## config.mk

```make
export PLATFORM = sky130hd
export DESIGN_NAME = rssi_nearest_fingerprint_top
export DESIGN_NICKNAME = d
export VERILOG_FILES = /design/src/sv/rnf_pkg.sv /design/src/sv/rssi_nearest_fingerprint_top.sv
export SDC_FILE = /design/constraint.sdc
export NUM_CORES = 1
export LEC_CHECK = 0
export BUFFER_PORTS_ARGS = -buffer_cell sky130_fd_sc_hd__buf_2
export CAP_MARGIN = 20
export CORE_UTILIZATION = 63
export DETAILED_ROUTE_END_ITERATION = 7
export HOLD_SLACK_MARGIN = 0.06
export PLACE_DENSITY = 0.8
export SLEW_MARGIN = 5
export SYNTH_ARGS = -nofsm -noshare
export SYNTH_HDL_FRONTEND = slang
export SYNTH_SLANG_ARGS = --single-unit
export TNS_END_PERCENT = 1
```

## constraint.sdc

```tcl
create_clock -name i_clk -period 5.98 [get_ports i_clk]
set_input_delay 1.196 -clock i_clk [delete_from_list [all_inputs] [get_ports i_clk]]
set_output_delay 1.196 -clock i_clk [all_outputs]
set_load 0.05 [all_outputs]
```

## src/sv/rnf_pkg.sv

```systemverilog
// Package for the RSSI nearest-fingerprint locator.
// Holds the transaction payload types and fixed constants; no dependencies.
`timescale 1ns / 1ps
`default_nettype none

package rnf_pkg;

    localparam logic       MODE_LOAD    = 1'b0;
    localparam logic       MODE_MEASURE = 1'b1;

    localparam logic [19:0] DIST_MAX    = 20'hFFFFF;
    localparam logic [19:0] LIMIT_RESET = 20'd99999;

    typedef struct packed {
        logic               mode;
        logic [3:0]         location_index;
        logic [2:0]         ap_index;
        logic signed [7:0]  rssi_value;
        logic               last;
    } t_in_item;

    typedef struct packed {
        logic [3:0]         location;
        logic               found;
        logic [19:0]        min_distance;
    } t_out_item;

endpackage

`default_nettype wire

```

## src/sv/rssi_nearest_fingerprint_top.sv

```systemverilog
// Top level of the RSSI nearest-fingerprint locator.
// Depends on rnf_pkg for the payload types and constants.
`timescale 1ns / 1ps
`default_nettype none

// Load transactions write one fingerprint table entry and measure transactions
// write one element of the measured vector. A measure transaction with last set
// starts a search that walks every table entry in row order through one shared
// bit-serial squarer: a read of the table and vector memories, the absolute
// difference, eight shift-add steps and an accumulate per entry, plus one
// compare per row. No input is taken during the search. The result sits in an
// output register, so load transactions are taken while it waits to be read.
module rssi_nearest_fingerprint_top #(
    parameter int NUM_ACCESS_POINTS = 8,
    parameter int NUM_LOCATIONS     = 16
) (
    input  wire logic              i_clk,
    input  wire logic              i_rst_n,
    input  wire logic              i_cfg_wr_en,
    input  wire logic [19:0]       i_cfg_wr_data,
    input  wire logic              i_in_valid,
    output logic                   o_in_ready,
    input  wire rnf_pkg::t_in_item i_in_item,
    output logic                   o_out_valid,
    input  wire logic              i_out_ready,
    output rnf_pkg::t_out_item     o_out_item
);
    import rnf_pkg::*;

    localparam int DEPTH = NUM_LOCATIONS * NUM_ACCESS_POINTS;
    localparam int AW    = (DEPTH > 1) ? $clog2(DEPTH) : 1;
    localparam int APW   = (NUM_ACCESS_POINTS > 1) ? $clog2(NUM_ACCESS_POINTS) : 1;
    localparam int LW    = (NUM_LOCATIONS > 1) ? $clog2(NUM_LOCATIONS) : 1;

    typedef enum logic [6:0] {
        S_IDLE = 7'b0000001,
        S_RD   = 7'b0000010,
        S_DIF  = 7'b0000100,
        S_MUL  = 7'b0001000,
        S_ACC  = 7'b0010000,
        S_CMP  = 7'b0100000,
        S_FIN  = 7'b1000000
    } t_state;

    t_state        r_state, n_state;

    logic [7:0]    r_tab_mem [DEPTH];
    logic [7:0]    r_vec_mem [NUM_ACCESS_POINTS];
    logic [7:0]    r_tab_q;
    logic [7:0]    r_vec_q;

    logic [19:0]   r_limit;
    logic [AW-1:0] r_addr;
    logic [APW-1:0] r_ap;
    logic [LW-1:0] r_loc;
    logic [2:0]    r_bit;
    logic [7:0]    r_mcand;
    logic [15:0]   r_prod;
    logic [19:0]   r_sum;
    logic [19:0]   r_best;
    logic [3:0]    r_best_loc;
    logic          r_found;
    logic          r_out_valid;
    t_out_item     r_out_item;

    logic          w_accept;
    logic          w_tab_wr;
    logic          w_vec_wr;
    logic [AW-1:0] w_waddr;
    logic [APW-1:0] w_vidx;
    logic [8:0]    w_diff;
    logic [7:0]    w_neg;
    logic [7:0]    w_mag;
    logic [8:0]    w_step;
    logic [20:0]   w_sum_ext;
    logic [19:0]   w_sum_sat;
    logic          w_last_ap;
    logic          w_last_loc;
    logic          w_out_free;

    assign o_in_ready  = (r_state == S_IDLE);
    assign o_out_valid = r_out_valid;
    assign o_out_item  = r_out_item;

    assign w_accept = i_in_valid && o_in_ready;
    assign w_tab_wr = w_accept && (i_in_item.mode == MODE_LOAD)
                      && (int'(i_in_item.location_index) < NUM_LOCATIONS)
                      && (int'(i_in_item.ap_index) < NUM_ACCESS_POINTS);
    assign w_vec_wr = w_accept && (i_in_item.mode == MODE_MEASURE)
                      && (int'(i_in_item.ap_index) < NUM_ACCESS_POINTS);
    assign w_waddr  = AW'(int'(i_in_item.location_index) * NUM_ACCESS_POINTS
                          + int'(i_in_item.ap_index));
    assign w_vidx   = APW'(int'(i_in_item.ap_index));

    // Signed difference fits in 9 bits; its magnitude never exceeds 255.
    assign w_diff = {r_vec_q[7], r_vec_q} - {r_tab_q[7], r_tab_q};
    assign w_neg  = ~w_diff[7:0] + 8'd1;
    assign w_mag  = w_diff[8] ? w_neg : w_diff[7:0];

    // One shift-add step of the squarer: the low half holds the multiplier bits.
    assign w_step = {1'b0, r_prod[15:8]} + {1'b0, (r_prod[0] ? r_mcand : 8'd0)};

    assign w_sum_ext = {1'b0, r_sum} + {5'd0, r_prod};
    assign w_sum_sat = (w_sum_ext > {1'b0, DIST_MAX}) ? DIST_MAX : w_sum_ext[19:0];

    assign w_last_ap  = (r_ap == APW'(NUM_ACCESS_POINTS - 1));
    assign w_last_loc = (r_loc == LW'(NUM_LOCATIONS - 1));
    assign w_out_free = !r_out_valid || i_out_ready;

    always_comb begin
        n_state = r_state;
        case (r_state)
            S_IDLE: begin
                if (w_accept && (i_in_item.mode == MODE_MEASURE) && i_in_item.last) begin
                    n_state = S_RD;
                end
            end
            S_RD:  n_state = S_DIF;
            S_DIF: n_state = S_MUL;
            S_MUL: begin
                if (r_bit == 3'd7) begin
                    n_state = S_ACC;
                end
            end
            S_ACC: n_state = w_last_ap ? S_CMP : S_RD;
            S_CMP: n_state = w_last_loc ? S_FIN : S_RD;
            S_FIN: begin
                if (w_out_free) begin
                    n_state = S_IDLE;
                end
            end
            default: n_state = S_IDLE;
        endcase
    end

    always_ff @(posedge i_clk) begin
        if (w_tab_wr) begin
            r_tab_mem[w_waddr] <= i_in_item.rssi_value;
        end
        if (w_vec_wr) begin
            r_vec_mem[w_vidx] <= i_in_item.rssi_value;
        end
        if (r_state == S_RD) begin
            r_tab_q <= r_tab_mem[r_addr];
            r_vec_q <= r_vec_mem[r_ap];
        end
    end

    always_ff @(posedge i_clk) begin
        if (!i_rst_n) begin
            r_state     <= S_IDLE;
            r_limit     <= LIMIT_RESET;
            r_out_valid <= 1'b0;
            r_addr      <= '0;
            r_ap        <= '0;
            r_loc       <= '0;
            r_bit       <= '0;
            r_sum       <= '0;
            r_best      <= '0;
            r_best_loc  <= '0;
            r_found     <= 1'b0;
        end else begin
            r_state <= n_state;
            if (i_cfg_wr_en) begin
                r_limit <= i_cfg_wr_data;
            end
            if ((r_state == S_FIN) && w_out_free) begin
                r_out_valid <= 1'b1;
            end else if (r_out_valid && i_out_ready) begin
                r_out_valid <= 1'b0;
            end
            case (r_state)
                S_IDLE: begin
                    r_addr     <= '0;
                    r_ap       <= '0;
                    r_loc      <= '0;
                    r_sum      <= '0;
                    r_best     <= r_limit;
                    r_best_loc <= '0;
                    r_found    <= 1'b0;
                end
                S_DIF: begin
                    r_mcand <= w_mag;
                    r_prod  <= {8'd0, w_mag};
                    r_bit   <= '0;
                end
                S_MUL: begin
                    r_prod <= {w_step, r_prod[7:1]};
                    r_bit  <= r_bit + 3'd1;
                end
                S_ACC: begin
                    r_sum  <= w_sum_sat;
                    r_addr <= r_addr + AW'(1);
                    if (!w_last_ap) begin
                        r_ap <= r_ap + APW'(1);
                    end
                end
                S_CMP: begin
                    // Only a strictly smaller sum replaces the running minimum.
                    if (r_sum < r_best) begin
                        r_best     <= r_sum;
                        r_best_loc <= 4'(r_loc);
                        r_found    <= 1'b1;
                    end
                    r_sum <= '0;
                    r_ap  <= '0;
                    if (!w_last_loc) begin
                        r_loc <= r_loc + LW'(1);
                    end
                end
                S_FIN: begin
                    if (w_out_free) begin
                        r_out_item.location     <= r_best_loc;
                        r_out_item.found        <= r_found;
                        r_out_item.min_distance <= r_best;
                    end
                end
                default: begin
                    r_sum <= r_sum;
                end
            endcase
        end
    end

endmodule

`default_nettype wire

```

# After elaboration in Yosys (flattened, before gate mapping)
# Memories as Yosys holds them, arrays and structs flattened. A register that Yosys moved wholly into a read port is not among the register bits.
# Cells that the tools add are included.
# word_totals
mem_bits_rw	1088
output_inout_bits	27
n_memories	2
inputBits	42
reg_bits	139
# op_classes
n_lt_le_gt_ge	2
addsub	9
n_eq_ne	16
n_mux	29
reduce_logical	21
bitwise_logic	2
# mem_list
memory	depth	word_bits	read_ports	rd_ports_with_merged_regs	write_ports	line	source
r_tab_mem	128	8	1	1	1	rssi_nearest_fingerprint_top.sv:47	logic [7:0] r_tab_mem [DEPTH];
r_vec_mem	8	8	1	1	1	rssi_nearest_fingerprint_top.sv:48	logic [7:0] r_vec_mem [NUM_ACCESS_POINTS];
# ops
op	count
20-bit case mux with 2 select lines	2
7-bit case mux with 7 select lines	1
20-bit two-way mux	2
16-bit case mux with 2 select lines	1
7-bit two-way mux	4
20-bit by 16-bit adder with 21-bit output	1
21-bit by 20-bit greater-than comparator with 1-bit output, second input constant	1
20-bit less-than comparator	1
8-bit two-way mux	2
4-bit case mux with 2 select lines	2
7-bit case mux with 2 select lines	1
3-bit case mux with 2 select lines	2
2-bit inequality test, second input constant	5
2-bit AND reduction	5
2-bit nonzero test	5
8-bit by 8-bit adder with 9-bit output	1
8-bit by 8-bit subtractor with 9-bit output	1
8-bit by 1-bit adder with 8-bit output, second input constant	1
4-bit two-way mux	2
8-bit inverter	1
7-bit by 1-bit adder with 7-bit output, second input constant	1
7-bit by 3-bit adder with 7-bit output	1
7-bit by 1-bit == test with 1-bit output, second input constant	1
7-bit by 2-bit == test with 1-bit output, second input constant	1
20 further kinds	34

# Logic depth before layout (Yosys ltp)
# Gate-level depths: netlist of the first run.
# logic_depth
word_depth	6
mapped_depth	11
depth_no_buf	11

# Worst setup path before layout of the first run
# OpenSTA, ideal clock, no wires.
# synth_timing
kind	register -> register
from	register r_state[6]
to	memory r_vec_mem[0][0] (enable)
path_stages_with_launch	10
arrival_ns	2.746
slack_ns	2.850
n_path_buf	3
required_time_ns	5.597
path_cell_list	dfxtp_1 > or3_4 > or3_1 > or2_1 > buf_2 > inv_2 > buf_4 > buf_2 > nand4b_1 > nor3_1
# synth_between
elab_chain_cells	5
# synth_rtl
element	line	source
start: declaration	rssi_nearest_fingerprint_top.sv:45	t_state r_state, n_state;
start signal: assignment	rssi_nearest_fingerprint_top.sv:163	r_state <= n_state;
7-bit by 1-bit == test with 1-bit output	rssi_nearest_fingerprint_top.sv:81	assign o_in_ready = (r_state == S_IDLE);
named net o_in_ready	rssi_nearest_fingerprint_top.sv:22	output logic o_in_ready,
1-bit logical AND	rssi_nearest_fingerprint_top.sv:85	assign w_accept = i_in_valid && o_in_ready;
1-bit logical AND	rssi_nearest_fingerprint_top.sv:89	assign w_vec_wr = w_accept && (i_in_item.mode == MODE_MEASURE)
1-bit two-way mux	rssi_nearest_fingerprint_top.sv:140	if (w_vec_wr) begin
1-bit two-way mux (not written as such)	rssi_nearest_fingerprint_top.sv:141	r_vec_mem[w_vidx] <= i_in_item.rssi_value;
end: declaration	rssi_nearest_fingerprint_top.sv:48	
# The timed path passes the listed nets, and every way through them passes these cells.

# Worst setup path in the final report of the first run
# layout_timing
from	register r_state[6]
to	output o_in_ready
# layout_between
elab_chain_cells	1
# layout_rtl
element	line
7-bit by 1-bit == test with 1-bit output	rssi_nearest_fingerprint_top.sv:81
end: declaration	rssi_nearest_fingerprint_top.sv:22
# No other way between the ends.

==> key figures, run 1 <==
Run status
  • Status: complete, no violations

Worst setup path
  • Worst r2r path cells: 6
  • Critical Setup Path Class: reg2out
  • CP endpoint kind: output pin
  • Worst EP arrival: 3.27 ns
  • Setup slack, reg-to-reg: 1.74 ns
  • Max FO, Critical Path: 46
  • Reg2reg end: r_tab_mem[86][0]$_DFFE_PP_
  • Startpoint types: flop
  • FF-to-FF Start: r_state[6]$_SDFFE_PN0P_
  • Worst EP required: 4.78 ns

Finish
  • Area delta synth->final: 10.3%
  • NumNets Final: 2769
  • Ratio of cells with drive above 1 in the final layout: 23.0%
  • Final Util: 70.1%
  • Finished Layout Cells: 3806

Worst hold path
  • Hold path startpoint: r_best_loc[0]$_SDFFE_PN0P_
  • Worst Hold End: o_out_item[21]$_DFFE_PP_
  • WHS Path Cells: 0
  • Kind of path behind the tightest hold check: reg2reg

Pwr
  • Clk pwr share: 40.4%
  • Internal power: 14000 uW
  • LEAKAGE: 0.0173 uW
  • Pwr/cell area: 325 nW/um^2
  • Comb power frac: 5.5%
  • P_sw: 3960 uW
  • Max IR drop VDD: 0.400 mV
  • Switching Fraction: 22.0%
  • Sequential Power Share: 54.2%

Die
  • Core area: 78900 sq um
  • Die area: 80600 sq um
  • Die X-Extent: 284 um
  • Starting Density: 63.5%
  • Std-Cell Rows: 103
  • Die H: 284 um
  • Io pins: 69

Clock network
  • Worst-Skew Late Latency: 0.71 ns
  • TritonCTS clock tree: built
  • Post-CTS sizing: 0
  • Hold_buf cts: 0
  • Setup Buffers After CTS: 0
  • Htree depth: 3
  • Root buffer cell: clkbuf_16
  • Clk sinks: 1243
  • Clock transition at the registers of the reported paths: 0.06 ns
  • Total CTS buffers: 117
  • Max Root-Sink Buffers: 3

STA
  • Final Cycle Share: 74.7%
  • Slew @ Worst Pin: 1.11 ns
  • Tmin final: 4.47 ns
  • Setup violators final: 0
  • Setup Skew: 0.0487 ns
  • Final Hold Fails: 0
  • Achievable Freq: 0.224 GHz
  • Final worst slack: 1.51 ns
  • Fin. max-slew vios: 0
  • RSZ-0062 raised after global routing: false
  • Slew headroom: 26.0%
  • Fin Setup TNS: 0 ns

GRT
  • Initial antenna violation count: 2
  • Largest net degree at the start of global routing: 94
  • Gr usage total: 29.3%
  • Vias in the first global route: 26400
  • First-pass GRT wire length: 173 mm
  • GR Overflow Total: 0

Synthesis
  • Post-Synthesis Cells: 2575
  • Ranking of synthesized cells by area: edfxtp_1 69%, mux4_2 15%, dfxtp_1 3.6%
  • Distinct cells, synth: 70
  • Dominant synthesized flop cell: edfxtp_1
  • Yosys warns: 0
  • Post-synth top cells: 1153 x edfxtp_1, 328 x mux4_2, 182 x nor2_1
  • Synth top area share: 69.1%
  • Synth area leader: edfxtp_1
  • FF+latch count, synth: 1243
  • Synth async-reset ratio: 0%
  • Mean Syn Cell Area: 19.5 sq um
  • Netlist Area Pre-Place: 50100 sq um
  • Register area share after synthesis: 72.7%
  • Post-synth EDFFs: 1153
  • Count leader, synth: edfxtp_1
  • Post-Syn Nets: 2678

Placed design
  • Post-placement cell count: 3596
  • Dpl hpwl: 65.7 mm
  • GP Congestion: 0.860
  • Setup WS pre-CTS: 1.89 ns
  • Port Buffers: 68

Route
  • Wirelength per Cell: 30.3 um
  • Antenna viol nets, final: 0
  • Drt first pass iters: 5
  • WL final: 115 mm
  • Vias per cell: 6.78
  • DRC Markers: 0
  • Via count: 25800
  • Starting DRT DRC Count: 3091

Job
  • Max Cap Viol: 0
-- placed cells by master (no fill, tap or decap), types with 38 or more instances in the layout --
cell type / instances
o21ai_0: 49
buf_2: 62
clkbuf_16: 117
nor2_1: 182
inv_1: 49
edfxtp_1: 1153
mux4_2: 328
nand3_1: 38
ha_1: 58
nand2_1: 81
dfxtp_1: 85
mux2i_1: 81
-- logic make-up after synthesis --
kind of cell | Yosys count | synth area share, %
AO/OA/AOI/OAI | 219 | 3.07
XOR/XNOR | 28 | 0.490
adder cells (fa/ha/maj) | 61 | 1.57
buffers and inverters | 183 | 1.52
flip-flops | 1243 | 72.7
multiplexers | 424 | 16.7
AND/OR/NAND/NOR | 417 | 3.93
-- area by class of cell --
type / instances / area [sq um]
diodes: 1 / 2.50
clock buffers: 144 / 3030
clock inverters: 64 / 671
fillers: 4611 / 23600
inverters: 50 / 188
multi-input cells: 1149 / 12900
flip-flops and latches: 1243 / 36400
well taps: 1050 / 1310
repair buffers: 105 / 703
-- power groups by stage --
stage | clock network, uW | logic [uW] | registers [uW]
2_1_floorplan | 0 | 599 | 9910
3_3_place_gp | 0 | 921 | 9910
3_5_place_dp | 0 | 968 | 9920
4_1_cts | 7320 | 978 | 9740
5_1_grt | 7630 | 1070 | 9740
6_report | 7260 | 980 | 9740
-- stage by stage --
step | power, uW | instance area (sq um) | hold WS [ns]
final | 18000 | 55300 | 0.446
after global routing | 18400 | 55300 | 0.452
after CTS | 18000 | 55300 | 0.441
after detailed placement | 10900 | 51600 | 0.427
after global placement | 10800 | 51500 | 0.430
after floorplan | 10500 | 50100 | 0.408
-- per-layer routing --
metal | GRT usage (%) | wire, um | vias to the layer above
met3 | 5.22 | 9940 | 266
met1 | 39.6 | 42400 | 13400
li1 | - | - | 10700
met4 | 9.18 | 3880 | 4
met5 | 0 | 27 | -
met2 | 49.0 | 59100 | 1519
-- state kept, by name, indices dropped and copies added (netlist names), 7 cells and up --
register    count
r_vec_q         8
r_best         20
r_vec_mem      64
o_out_item     25
r_mcand         8
r_tab_q         8
r_prod         16
r_sum          20
r_addr          7
r_limit        20
r_state         7
r_tab_mem    1024
-- worst max-delay path, stage by stage, from the launching register on --
cell	delay [ns]
dfxtp_1	0.35
or3_4	0.43
or3_1	0.37
or2_1	0.50
inv_2	0.15
buf_4	0.41
buf_2	0.35
-- worst max path at each step --
stage	endpoint	cells after the start	slack, ns	from
after floorplan	r_vec_mem[0][0]$_DFFE_PP_	9	2.85	r_state[6]$_SDFFE_PN0P_
after global placement	r_tab_mem[22][1]$_DFFE_PP_	6	1.99	r_state[6]$_SDFFE_PN0P_
after detailed placement	r_tab_mem[118][0]$_DFFE_PP_	6	1.89	r_state[6]$_SDFFE_PN0P_
after CTS	o_in_ready	6	1.52	r_state[6]$_SDFFE_PN0P_
after global routing	o_in_ready	6	1.40	r_state[6]$_SDFFE_PN0P_
final	o_in_ready	6	1.51	r_state[6]$_SDFFE_PN0P_
Note: power is estimated with default switching activity, not from simulation.
==> run 2: changes to the inputs <==
- CORE_UTILIZATION: 63 -> 57
- PLACE_DENSITY: 0.8 -> 0.76
- clock period: 5.98 -> 3.9 ns (I/O delays scaled with it)
==> run 2 against run 1 <==
Wire length fell by 1.0%; sequential power increased by 53%; hold slack worse by 0.097 ns; setup slack worse by 1.4 ns; first-iteration DRC count decreased by 0.84%; critical path depth stayed put; utilization fell by 5.4 points; count of clock-buffer cells in the layout down 4; via count rose by 0.32%; flip-flop and latch count unchanged.
==> key figures, run 2 (synthesis gave the netlist of run 1 again) <==
Run status
  • Status: complete, no violations

Finish
  • Area delta synth->final: 12.2%
  • # diodes: 0
  • Most common cell after layout, fill and taps aside: edfxtp_1
  • Finished Layout Cells: 3990
  • Most frequent cells in the layout: 1153 x edfxtp_1, 328 x mux4_2, 182 x nor2_1
  • Fillers: 5585
  • Max reg flops: 1024
  • NumNets Final: 2839
  • Reg with most FFs: r_tab_mem
  • Ratio of cells with drive above 1 in the final layout: 25.1%
  • Post-route cell area: 56200 sq um

Worst hold path
  • WHS Path Cells: 3
  • Kind of path behind the tightest hold check: in2reg
  • Worst Hold End: r_limit[10]$_SDFFE_PN1P_
  • Hold path startpoint: i_cfg_wr_data[10]

Route
  • Via count: 25900
  • Wirelength per Cell: 28.6 um
  • Starting DRT DRC Count: 3065
  • Antenna viol nets, final: 0
  • Vias per cell: 6.49
  • DRC Markers: 0
  • WL final: 114 mm
  • Drt first pass iters: 6

Worst setup path
  • Reg2reg end: r_tab_mem[19][1]$_DFFE_PP_
  • Critical Setup Path Class: reg2out
  • CP endpoint kind: output pin
  • FF-to-FF Start: r_state[6]$_SDFFE_PN0P_
  • Setup slack, reg-to-reg: 0.48 ns
  • Worst EP required: 3.12 ns
  • Worst r2r path cells: 7
  • Critical path's slowest cell: or3_4
  • Worst EP arrival: 2.97 ns
  • Buf/Inv on CP: 3
  • Crit path largest cell delay: 0.42 ns
  • CP Cell Sequence: or3_4 -> or3_1 -> or2_1 -> inv_2 -> buf_4 -> buf_2
  • Max FO, Critical Path: 46
  • CP delay by family, top: simple AND/OR/NAND/NOR gates
  • Startpoint types: flop

Job
  • Max Cap Viol: 0

STA
  • Slew headroom: 23.1%
  • Fin Setup TNS: 0 ns
  • Fin. max-slew vios: 0
  • Setup Skew: 0.0666 ns
  • Achievable Freq: 0.267 GHz
  • Slew @ Worst Pin: 1.15 ns
  • Final Hold Fails: 0
  • RSZ-0062 raised after global routing: false
  • Tmin final: 3.75 ns
  • Setup violators final: 0
  • Final Cycle Share: 96.0%

Clock network
  • Worst-Skew Late Latency: 0.71 ns
  • Clock transition at the registers of the reported paths: 0.06 ns
  • Htree depth: 3
  • Total CTS buffers: 118
  • Root buffer cell: clkbuf_16
  • Setup Buffers After CTS: 0
  • TritonCTS clock tree: built
  • Post-CTS sizing: 0
  • Hold_buf cts: 0
  • Max Root-Sink Buffers: 3
  • Clk sinks: 1243

Placed design
  • Dpl hpwl: 69.3 mm
  • Port Buffers: 68
  • Placed Area: 52300 sq um
  • GP Congestion: 0.872
  • Post-placement cell count: 3771

Die
  • Core area: 86900 sq um
  • Io pins: 69
  • Die X-Extent: 298 um
  • Die H: 298 um
  • Die area: 89100 sq um
  • Std-Cell Rows: 108
  • Starting Density: 57.6%

GRT
  • First-pass GRT wire length: 171 mm
  • Initial antenna violation count: 1
  • GR Overflow Total: 0
  • Largest net degree at the start of global routing: 137
  • Vias in the first global route: 26000
  • Gr usage total: 26.0%

Pwr
  • LEAKAGE: 0.0178 uW
  • Max IR drop VDD: 0.482 mV
  • Pwr/cell area: 496 nW/um^2
-- run 2: cell count changes in the layout (fill, tap and decap cells not counted), moves of 2 or more --
cell        change
buf_4          +61
buf_12         +11
clkinv_2        +8
clkbuf_1        -6
clkinv_1        +6
buf_2           -2
bufinv_16       +2
clkbuf_16       +2
clkinvlp_4      -2
-- run 2: layout make-up --
class,instances,area [sq um],share of cell area [%]
Sequential cell,1243,36400,64.9
Clock buffer,140,3060,5.44
Multi-Input combinational cell,1149,12900,23.0
Tap cell,1155,1450,2.57
Inverter,50,188,0.334
Timing Repair Buffer,174,1360,2.41
Clock inverter,79,787,1.40
-- run 2: worst max-delay path by stage --
stage | startpoint | endpoint | slack (ns) | depth (start not counted)
floorplan | r_state[6]$_SDFFE_PN0P_ | r_vec_mem[0][0]$_DFFE_PP_ | 0.77 | 9
global placement | r_state[6]$_SDFFE_PN0P_ | r_tab_mem[83][1]$_DFFE_PP_ | 0.61 | 7
detailed placement | r_state[6]$_SDFFE_PN0P_ | r_tab_mem[19][3]$_DFFE_PP_ | 0.44 | 7
CTS | r_state[6]$_SDFFE_PN0P_ | o_in_ready | 0.12 | 6
global route | r_state[6]$_SDFFE_PN0P_ | o_in_ready | 0.05 | 6
finish | r_state[6]$_SDFFE_PN0P_ | o_in_ready | 0.15 | 6
-- run 2: power by group --
group	leakage (uW)	internal, uW	switching [uW]
combinational	0.00478	477	1050
sequential	0.0111	14800	124
clock	0.00188	6460	4940
total	0.0178	21700	6110
-- run 2: through the flow --
| stage | power, uW | hold slack, ns | util, % | setup WS, ns |
|---|---|---|---|---|
| after floorplan | 16100 | 0.408 | - | 0.770 |
| after global placement | 16600 | 0.419 | 60.2 | 0.613 |
| after detailed placement | 16700 | 0.419 | 60.2 | 0.440 |
| after CTS | 28000 | 0.316 | 64.7 | 0.118 |
| after global routing | 28600 | 0.332 | 64.7 | 0.0465 |
| final | 27800 | 0.348 | 64.7 | 0.155 |
-- run 2: worst min-delay path, cell delays in order --
cell     delay, ns
buf_2         0.08
mux2i_1       0.05
nand2_1       0.06
-- run 2: layer usage --
layer,GRT usage [%],vias up,wire length (um)
met4,7.77,2,3380
li1,-,10800,-
met2,42.0,1382,56500
met3,4.41,213,8960
met5,0,-,13
met1,36.9,13500,45300
